### src/ethtcp_pkg.sv
// ----------------------------------------------------------------------------
// ethtcp_pkg
// Shared types and constants of the Ethernet/IPv4/TCP payload extractor.
// ----------------------------------------------------------------------------
package ethtcp_pkg;

    // Default longest frame position tracked before the byte counter saturates.
    localparam int ETHTCP_MAX_FRAME_BYTES = 2048;

    // Header layout.
    localparam int ETH_HDR_LEN   = 14;
    localparam int ETH_TYPE_HI_POS = 12;
    localparam int ETH_TYPE_LO_POS = 13;
    localparam int IP_PROTO_OFS  = 9;
    localparam int TCP_DOFF_OFS  = 12;

    localparam logic [7:0] ETHERTYPE_IPV4_HI = 8'h08;
    localparam logic [7:0] ETHERTYPE_IPV4_LO = 8'h00;
    localparam logic [7:0] IP_PROTO_TCP      = 8'h06;
    localparam logic [3:0] IHL_MIN           = 4'd5;
    localparam logic [3:0] DOFF_MIN          = 4'd4;

    localparam int PAYLOAD_LEN_W = 11;
    localparam logic [PAYLOAD_LEN_W-1:0] PAYLOAD_LEN_MAX = '1;

    // Result buffer geometry.
    localparam int OBUF_DEPTH = 4;
    localparam int OBUF_AW    = 2;
    localparam int OBUF_CW    = 3;

    // Packed width of the result tdata (34 field bits, padded to 5 bytes).
    localparam int M_TDATA_W = 40;

    typedef enum logic [2:0] {
        VERDICT_OK        = 3'd0,
        VERDICT_NOT_IPV4  = 3'd1,
        VERDICT_NOT_TCP   = 3'd2,
        VERDICT_TRUNCATED = 3'd3,
        VERDICT_MALFORMED = 3'd4
    } verdict_t;

    typedef enum logic {
        KIND_PAYLOAD = 1'b0,
        KIND_SUMMARY = 1'b1
    } item_kind_t;

    typedef struct packed {
        item_kind_t                item_kind;
        logic [7:0]                payload_byte;
        verdict_t                  verdict;
        logic [5:0]                ip_header_bytes;
        logic [5:0]                tcp_header_bytes;
        logic [PAYLOAD_LEN_W-1:0]  payload_total;
        logic                      run_end;
    } item_t;

    // Push request from the parser into the result buffer.
    typedef struct packed {
        logic  push_a;
        item_t item_a;
        logic  push_b;
        item_t item_b;
    } push_t;

endpackage

### src/eth_ipv4_tcp_payload_extractor.sv
// ----------------------------------------------------------------------------
// eth_ipv4_tcp_payload_extractor
// Parses a captured Ethernet frame byte by byte, checks for IPv4/TCP, forwards
// the TCP payload and closes each frame with a summary beat.
// ----------------------------------------------------------------------------
//  channel | dir | tdata                         | tuser     | tlast
//  s_      | in  | data_byte[7:0]                | -         | frame_last
//  m_      | out | payload_byte, verdict, ip_hdr,| item_kind | run_end
//          |     | tcp_hdr, payload_total        |           |
//
//  One input beat per cycle while s_tready is high, parsed in the same cycle
//  it is taken; its results (none, one payload beat, one summary beat, or
//  payload then summary) are written to the four-entry queue on acceptance.
//  s_tready is high while the queue has room for two results, so a frame
//  streams at one beat per cycle when the sink keeps up; it is a register
//  decode with no path from m_tready.
//  aresetn (synchronous, active low) clears the parser to its start-of-frame
//  state and empties the queue.
// ----------------------------------------------------------------------------
module eth_ipv4_tcp_payload_extractor
    import ethtcp_pkg::*;
#(
    parameter int MAX_FRAME_BYTES = ETHTCP_MAX_FRAME_BYTES
)
(
    input  logic                 aclk,
    input  logic                 aresetn,
    // input beats
    input  logic                 s_tvalid,
    output logic                 s_tready,
    input  logic [7:0]           s_tdata,   // [7:0] data_byte
    input  logic                 s_tlast,   // frame_last
    // result beats
    output logic                 m_tvalid,
    input  logic                 m_tready,
    // [7:0] payload_byte, [10:8] verdict, [16:11] ip_header_bytes,
    // [22:17] tcp_header_bytes, [33:23] payload_total, [39:34] zero
    output logic [M_TDATA_W-1:0] m_tdata,
    output logic                 m_tuser,   // item_kind
    output logic                 m_tlast    // run_end
);

    // Byte position counts up to MAX_FRAME_BYTES and holds there.
    localparam int PW = $clog2(MAX_FRAME_BYTES + 1);
    // Compare width: header end can reach 14 + 60 + 60.
    localparam int CW = (PW > 8) ? PW : 8;

    logic [PW-1:0]            pos_reg,     pos_next;
    logic [7:0]               type_hi_reg, type_hi_next;
    logic [5:0]               ip_len_reg,  ip_len_next;
    logic [5:0]               tcp_len_reg, tcp_len_next;
    verdict_t                 verdict_reg, verdict_next;
    logic [PAYLOAD_LEN_W-1:0] pay_cnt_reg, pay_cnt_next;

    logic       accept;
    logic       below_max;
    logic [CW-1:0] pos_ext, doff_pos, hdr_end_pos;
    logic [7:0] d;
    push_t      push;
    item_t      pay_item, sum_item;
    logic       pay_valid;
    item_t      out_item;

    assign accept = s_tvalid && s_tready;
    assign d      = s_tdata;

    assign below_max   = (pos_reg < PW'(MAX_FRAME_BYTES));
    assign pos_ext     = CW'(pos_reg);
    assign doff_pos    = CW'(ETH_HDR_LEN) + CW'(ip_len_reg) + CW'(TCP_DOFF_OFS);
    assign hdr_end_pos = CW'(ETH_HDR_LEN) + CW'(ip_len_reg) + CW'(tcp_len_reg)
                         - CW'(1);

    // Parse one byte: header capture, verdict update, payload forward.
    always_comb begin
        pos_next     = pos_reg;
        type_hi_next = type_hi_reg;
        ip_len_next  = ip_len_reg;
        tcp_len_next = tcp_len_reg;
        verdict_next = verdict_reg;
        pay_cnt_next = pay_cnt_reg;
        pay_valid    = 1'b0;

        if (verdict_reg == VERDICT_OK) begin
            // Headers done: forward and count, saturating.
            pay_valid = 1'b1;
            if (pay_cnt_reg != PAYLOAD_LEN_MAX) begin
                pay_cnt_next = pay_cnt_reg + PAYLOAD_LEN_W'(1);
            end
        end else if (verdict_reg == VERDICT_TRUNCATED && below_max) begin
            if (pos_ext == CW'(ETH_TYPE_HI_POS)) begin
                type_hi_next = d;
            end else if (pos_ext == CW'(ETH_TYPE_LO_POS)) begin
                if (type_hi_reg != ETHERTYPE_IPV4_HI || d != ETHERTYPE_IPV4_LO) begin
                    verdict_next = VERDICT_NOT_IPV4;
                end
            end else if (pos_ext == CW'(ETH_HDR_LEN)) begin
                ip_len_next = {d[3:0], 2'b00};
                if (d[3:0] < IHL_MIN) begin
                    verdict_next = VERDICT_MALFORMED;
                end
            end else if (pos_ext == CW'(ETH_HDR_LEN + IP_PROTO_OFS)) begin
                if (d != IP_PROTO_TCP) begin
                    verdict_next = VERDICT_NOT_TCP;
                end
            end else if (pos_ext == doff_pos) begin
                tcp_len_next = {d[7:4], 2'b00};
                if (d[7:4] < DOFF_MIN) begin
                    verdict_next = VERDICT_MALFORMED;
                end
            end else if (tcp_len_reg != '0 && pos_ext == hdr_end_pos) begin
                // Last TCP header byte: payload starts with the next beat.
                verdict_next = VERDICT_OK;
            end
        end

        if (below_max) begin
            pos_next = pos_reg + PW'(1);
        end

        // Summary reports the state after this byte, then start a new frame.
        sum_item.item_kind        = KIND_SUMMARY;
        sum_item.payload_byte     = '0;
        sum_item.verdict          = verdict_next;
        sum_item.ip_header_bytes  = ip_len_next;
        sum_item.tcp_header_bytes = tcp_len_next;
        sum_item.payload_total    = pay_cnt_next;
        sum_item.run_end          = 1'b1;

        if (s_tlast) begin
            pos_next     = '0;
            type_hi_next = '0;
            ip_len_next  = '0;
            tcp_len_next = '0;
            verdict_next = VERDICT_TRUNCATED;
            pay_cnt_next = '0;
        end
    end

    always_comb begin
        pay_item.item_kind        = KIND_PAYLOAD;
        pay_item.payload_byte     = d;
        pay_item.verdict          = VERDICT_OK;
        pay_item.ip_header_bytes  = '0;
        pay_item.tcp_header_bytes = '0;
        pay_item.payload_total    = '0;
        pay_item.run_end          = 1'b0;

        // Payload first, summary second; a lone summary takes the first slot.
        push.push_a = accept && (pay_valid || s_tlast);
        push.item_a = pay_valid ? pay_item : sum_item;
        push.push_b = accept && pay_valid && s_tlast;
        push.item_b = sum_item;
    end

    always_ff @(posedge aclk) begin
        if (!aresetn) begin
            pos_reg     <= '0;
            type_hi_reg <= '0;
            ip_len_reg  <= '0;
            tcp_len_reg <= '0;
            verdict_reg <= VERDICT_TRUNCATED;
            pay_cnt_reg <= '0;
        end else if (accept) begin
            pos_reg     <= pos_next;
            type_hi_reg <= type_hi_next;
            ip_len_reg  <= ip_len_next;
            tcp_len_reg <= tcp_len_next;
            verdict_reg <= verdict_next;
            pay_cnt_reg <= pay_cnt_next;
        end
    end

    ethtcp_obuf u_obuf (
        .aclk      (aclk),
        .aresetn   (aresetn),
        .push      (push),
        .room      (s_tready),
        .out_valid (m_tvalid),
        .out_item  (out_item),
        .out_ready (m_tready)
    );

    assign m_tdata = {6'b0, out_item.payload_total, out_item.tcp_header_bytes,
                      out_item.ip_header_bytes, out_item.verdict,
                      out_item.payload_byte};
    assign m_tuser = out_item.item_kind;
    assign m_tlast = out_item.run_end;

endmodule

### src/ethtcp_obuf.sv
// ----------------------------------------------------------------------------
// ethtcp_obuf
// Small result queue that takes up to two items per cycle and hands out one.
// ----------------------------------------------------------------------------
module ethtcp_obuf
    import ethtcp_pkg::*;
(
    input  logic  aclk,
    input  logic  aresetn,
    input  push_t push,
    output logic  room,
    output logic  out_valid,
    output item_t out_item,
    input  logic  out_ready
);

    item_t              mem [OBUF_DEPTH];
    logic [OBUF_AW-1:0] head_reg, head_next;
    logic [OBUF_AW-1:0] tail_reg, tail_next;
    logic [OBUF_CW-1:0] count_reg, count_next;
    logic               pop;
    logic [OBUF_CW-1:0] n_push;

    assign out_valid = (count_reg != '0);
    assign out_item  = mem[head_reg];
    assign pop       = out_valid && out_ready;
    // Room for a full pair keeps the input side free of any path from out_ready.
    assign room      = (count_reg <= OBUF_CW'(OBUF_DEPTH - 2));
    assign n_push    = OBUF_CW'(push.push_a) + OBUF_CW'(push.push_b);

    always_comb begin
        head_next  = head_reg + OBUF_AW'(pop);
        tail_next  = tail_reg + n_push[OBUF_AW-1:0];
        count_next = count_reg + n_push - OBUF_CW'(pop);
    end

    always_ff @(posedge aclk) begin
        if (!aresetn) begin
            head_reg  <= '0;
            tail_reg  <= '0;
            count_reg <= '0;
        end else begin
            head_reg  <= head_next;
            tail_reg  <= tail_next;
            count_reg <= count_next;
        end
    end

    always_ff @(posedge aclk) begin
        if (push.push_a) begin
            mem[tail_reg] <= push.item_a;
        end
        if (push.push_b) begin
            mem[tail_reg + OBUF_AW'(1)] <= push.item_b;
        end
    end

endmodule

### config.mk
export PLATFORM = sky130hd
export DESIGN_NAME = eth_ipv4_tcp_payload_extractor
export DESIGN_NICKNAME = d
export VERILOG_FILES = /design/src/ethtcp_pkg.sv /design/src/eth_ipv4_tcp_payload_extractor.sv /design/src/ethtcp_obuf.sv
export SDC_FILE = /design/constraint.sdc
export NUM_CORES = 1
export LEC_CHECK = 0
export ABC_CLOCK_PERIOD_IN_PS = 6300
export BUFFER_PORTS_ARGS = -buffer_cell sky130_fd_sc_hd__buf_4
export CAP_MARGIN = 20
export CORE_MARGIN = 4
export CORE_UTILIZATION = 30
export CTS_BUF_LIST = sky130_fd_sc_hd__clkbuf_4 sky130_fd_sc_hd__clkbuf_8
export CTS_CLUSTER_SIZE = 40
export DETAILED_ROUTE_END_ITERATION = 10
export RECOVER_POWER = 50
export SLEW_MARGIN = 30
export SYNTH_ARGS = -nofsm -noshare
export SYNTH_HDL_FRONTEND = slang
export SYNTH_HIERARCHICAL = 1
export SYNTH_SLANG_ARGS = --single-unit
### constraint.sdc
create_clock -name aclk -period 6.3 [get_ports aclk]
set_input_delay 0.315 -clock aclk [delete_from_list [all_inputs] [get_ports aclk]]
set_output_delay 0.315 -clock aclk [all_outputs]
set_load 0.03 [all_outputs]
==> summary.md <==
| Metric | Value |
|---|---|
| Top post-synthesis cells by area | `edfxtp_1 39%, mux2_2 11%, dfxtp_1 9.4%` |
| Worst Path Arrival | `between 5 and 6 ns` |
| CP max stage delay | `1.01 ns` |
| Buf/Inv on CP | `4` |
| Largest net degree at the start of global routing | `41` |
| Clock slew at reported path FFs | `about 0.10 ns` |
| Met3 WL | `960 um` |
| Worst-margin pin slew | `2.74 ns` |
| Post-CTS resize count | `0` |
| Worst Skew | `0.0140 ns` |
| Power Dens Cells | `between 200 and 250 nW/um2` |
| Routed Antenna Nets | `0` |
| Mean Syn Cell Area | `roughly 13 um2` |
| First-pass GRT wire length | `41800 um` |
| Setup violations, final | `0` |
| Core Box Area | `between 30000 and 40000 um2` |
| Register area | `5390 um2` |
| Root Driver | `clkbuf_8` |
| DRC Markers | `0` |
| Clk_lat worst skew | `0.49 ns` |
| Setup TNS | `0 ns` |
| Die Y | `approximately 200 um` |
| Port bufs | `50` |
| Vias in the first global route | `7046` |
| Minimum clock period | `between 4 and 5 ns` |
| H-tree depth | `4` |
| WL/cell | `between 15 and 20 um` |
| Synth top area share | `38.5%` |
| Area growth from synthesis to layout | `9.19%` |
| Critical path, cell by cell | `nor3_1, clkbuf_1, inv_1, clkbuf_1, a21oi_1, mux2i_1, nor2_4, buf_4` |
| WL met2 | `13200 um` |
| # clock sinks | `197` |
| Initial core utilization | `30.5%` |
| CTS tree | `yes` |
| Post-synth EDFFs | `144` |
| Antenna violations before repair | `0` |
| Unrepaired setup endpoints after global routing | `no` |
| Drt via density | `4.96` |
| Final Total Pwr | `about 3.0 mW` |
| Die Width | `approximately 200 um` |
| Met1 Wirelength | `12200 um` |
| YS warnings | `6` |
| Most frequent cells in the layout | `144 x edfxtp_1, 110 x mux2_2, 52 x dfxtp_1, 46 x conb_1, 45 x clkbuf_1` |
| Worst Setup Start Kind | `flop` |
| Cts bufs inserted | `17` |
| Worst min-delay path category | `input pin to flop` |
| Seq cells post-synth | `roughly 200` |
| Multi-input gate area | `5470 um2` |
| Worst R2R Setup Slack | `1.42 ns` |
| ANT cells | `0` |
| Endpoints failing hold | `0` |
| Worst setup EP type | `flop` |
| Largest delay share family, worst path | `simple AND/OR/NAND/NOR gates` |
| Layout cells sized above 1 | `24.6%` |
| DR top layer | `met4` |
| Die footprint | `40600 um2` |
| Commonest non-fill, non-tap cell in the layout | `edfxtp_1` |
| Total GRT Usage | `between 10% and 20%` |
| Gpl congestion | `0.904` |
| Critical path's most frequent cell | `clkbuf_1` |
| HPWL after detailed placement | `17400 um` |
| Status | `complete, but fails checks` |
| Critical Path RT | `6.46 ns` |
| Final nets | `970` |
| Detailed-route via count | `7004` |
| Seq/Total Area, Yosys | `a little under half` |
| Peak VDD IR | `0.121 mV` |
| Cell taking the most area after synthesis | `edfxtp_1` |
| Top_reg_cell synth | `edfxtp_1` |
| Static leakage | `4.45 nW` |
| Critical path class | `flop to flop` |
| Slew Limit Fails | `60` |
| Max FO, Critical Path | `31` |
| Cell variety after synth | `73` |
| Row Count | `70` |
| Setup bufs post-CTS | `0` |
| # fillers | `3702` |
| DRT Pass-1 Iters | `8` |
| F_max | `~200 MHz` |
| Cells after synthesis | `854` |
| Max Cap Viol | `2` |
| Failing checks | `capacitance limit, slew limit` |
| CTS Buffer Depth | `2` |
| Slew headroom | `-82.4%` |
| Drt first-iter violations | `a little under 500` |
| Share of flip-flops with an asynchronous set or reset | `0%` |
| Total gr overflow | `0` |
| Drt total wl | `between 20000 and 30000 um` |
| Io pins | `57` |
| Hold_buf cts | `0` |
| Final Cycle Share | `77.5%` |
| Max reg flops | `144` |
| Slowest-stage cell, CP | `nor3_1` |
| Netlist Area Pre-Place | `about 11000 um2` |
## synthesized netlist by cell type, types with 13 or more instances
master	number
nor2b_1	25
dfxtp_1	53
mux2_2	110
a21oi_1	18
inv_1	30
clkbuf_1	20
nand2_1	31
xor2_1	15
nor2_1	30
buf_6	13
nand3_1	20
mux4_2	36
edfxtp_1	144
o21ai_0	22
ha_1	25
a22oi_1	19
and2_1	40
mux2_4	34
xnor2_1	21
## through the flow
step	utilization [%]	std cells	setup WS, ns	cell area [um2]	hold slack (ns)
2_1_floorplan	-	898	1.48	11400	0.437
3_3_place_gp	33.0	1378	2.30	12100	0.469
3_5_place_dp	33.0	1378	2.22	12100	0.468
4_1_cts	34.0	1410	2.19	12500	0.0979
5_1_grt	33.3	1411	1.08	12300	0.124
6_report	33.3	1411	1.42	12300	0.154
## tightest hold or removal path: cells and delay by family
kind / cells / cell delay [ns]
compound gates: 1 / 0.06
buf+inv: 1 / 0.15
simple gates: 1 / 0.07
## final timing paths
kind,start,to,depth (start not counted)
max,verdict_reg[0]$_SDFFE_PN1P_,u_obuf/mem[1][19]$_DFFE_PP_,8
min,s_tdata[7],tcp_len_reg[5]$_SDFFE_PN0P_,3
max reg2reg,verdict_reg[0]$_SDFFE_PN1P_,u_obuf/mem[1][19]$_DFFE_PP_,8
min reg2reg,pos_ext[7]$_SDFFE_PN0P_,pos_ext[7]$_SDFFE_PN0P_,2
## final cells by class
class,count,area share (%)
clock inverter,14,0.949
sequential,197,43.9
multi-input combinational,618,44.6
inverter,30,0.918
tap,468,4.78
clock buffer,18,2.02
timing repair buffer,66,2.81
## where the power goes
part           switching, mW  internal [mW]  leakage [nW]
clock                  0.484          0.296         0.183
combinational          0.455          0.253          2.52
sequential            0.0564           1.43          1.75
total                  0.996           1.98          4.45
## layer usage
metal  GRT usage (%)  vias up
li1                -     3330
met1            17.1     3525
met2            22.7      126
met3            2.32       23
met4            3.49        0
met5               0        -
## logic make-up after synthesis
family	Yosys count	synth area share, %
xor gates and xnor gates	38	3.21
AOI/OAI and AO/OA	100	6.14
other	2	0.0669
adders and majority gates	27	3.14
muxes	187	23.5
buffers and inverters	83	4.51
and+or+nand+nor	220	11.5
DFF	197	48.0
Power figures use the tool's default switching activity.
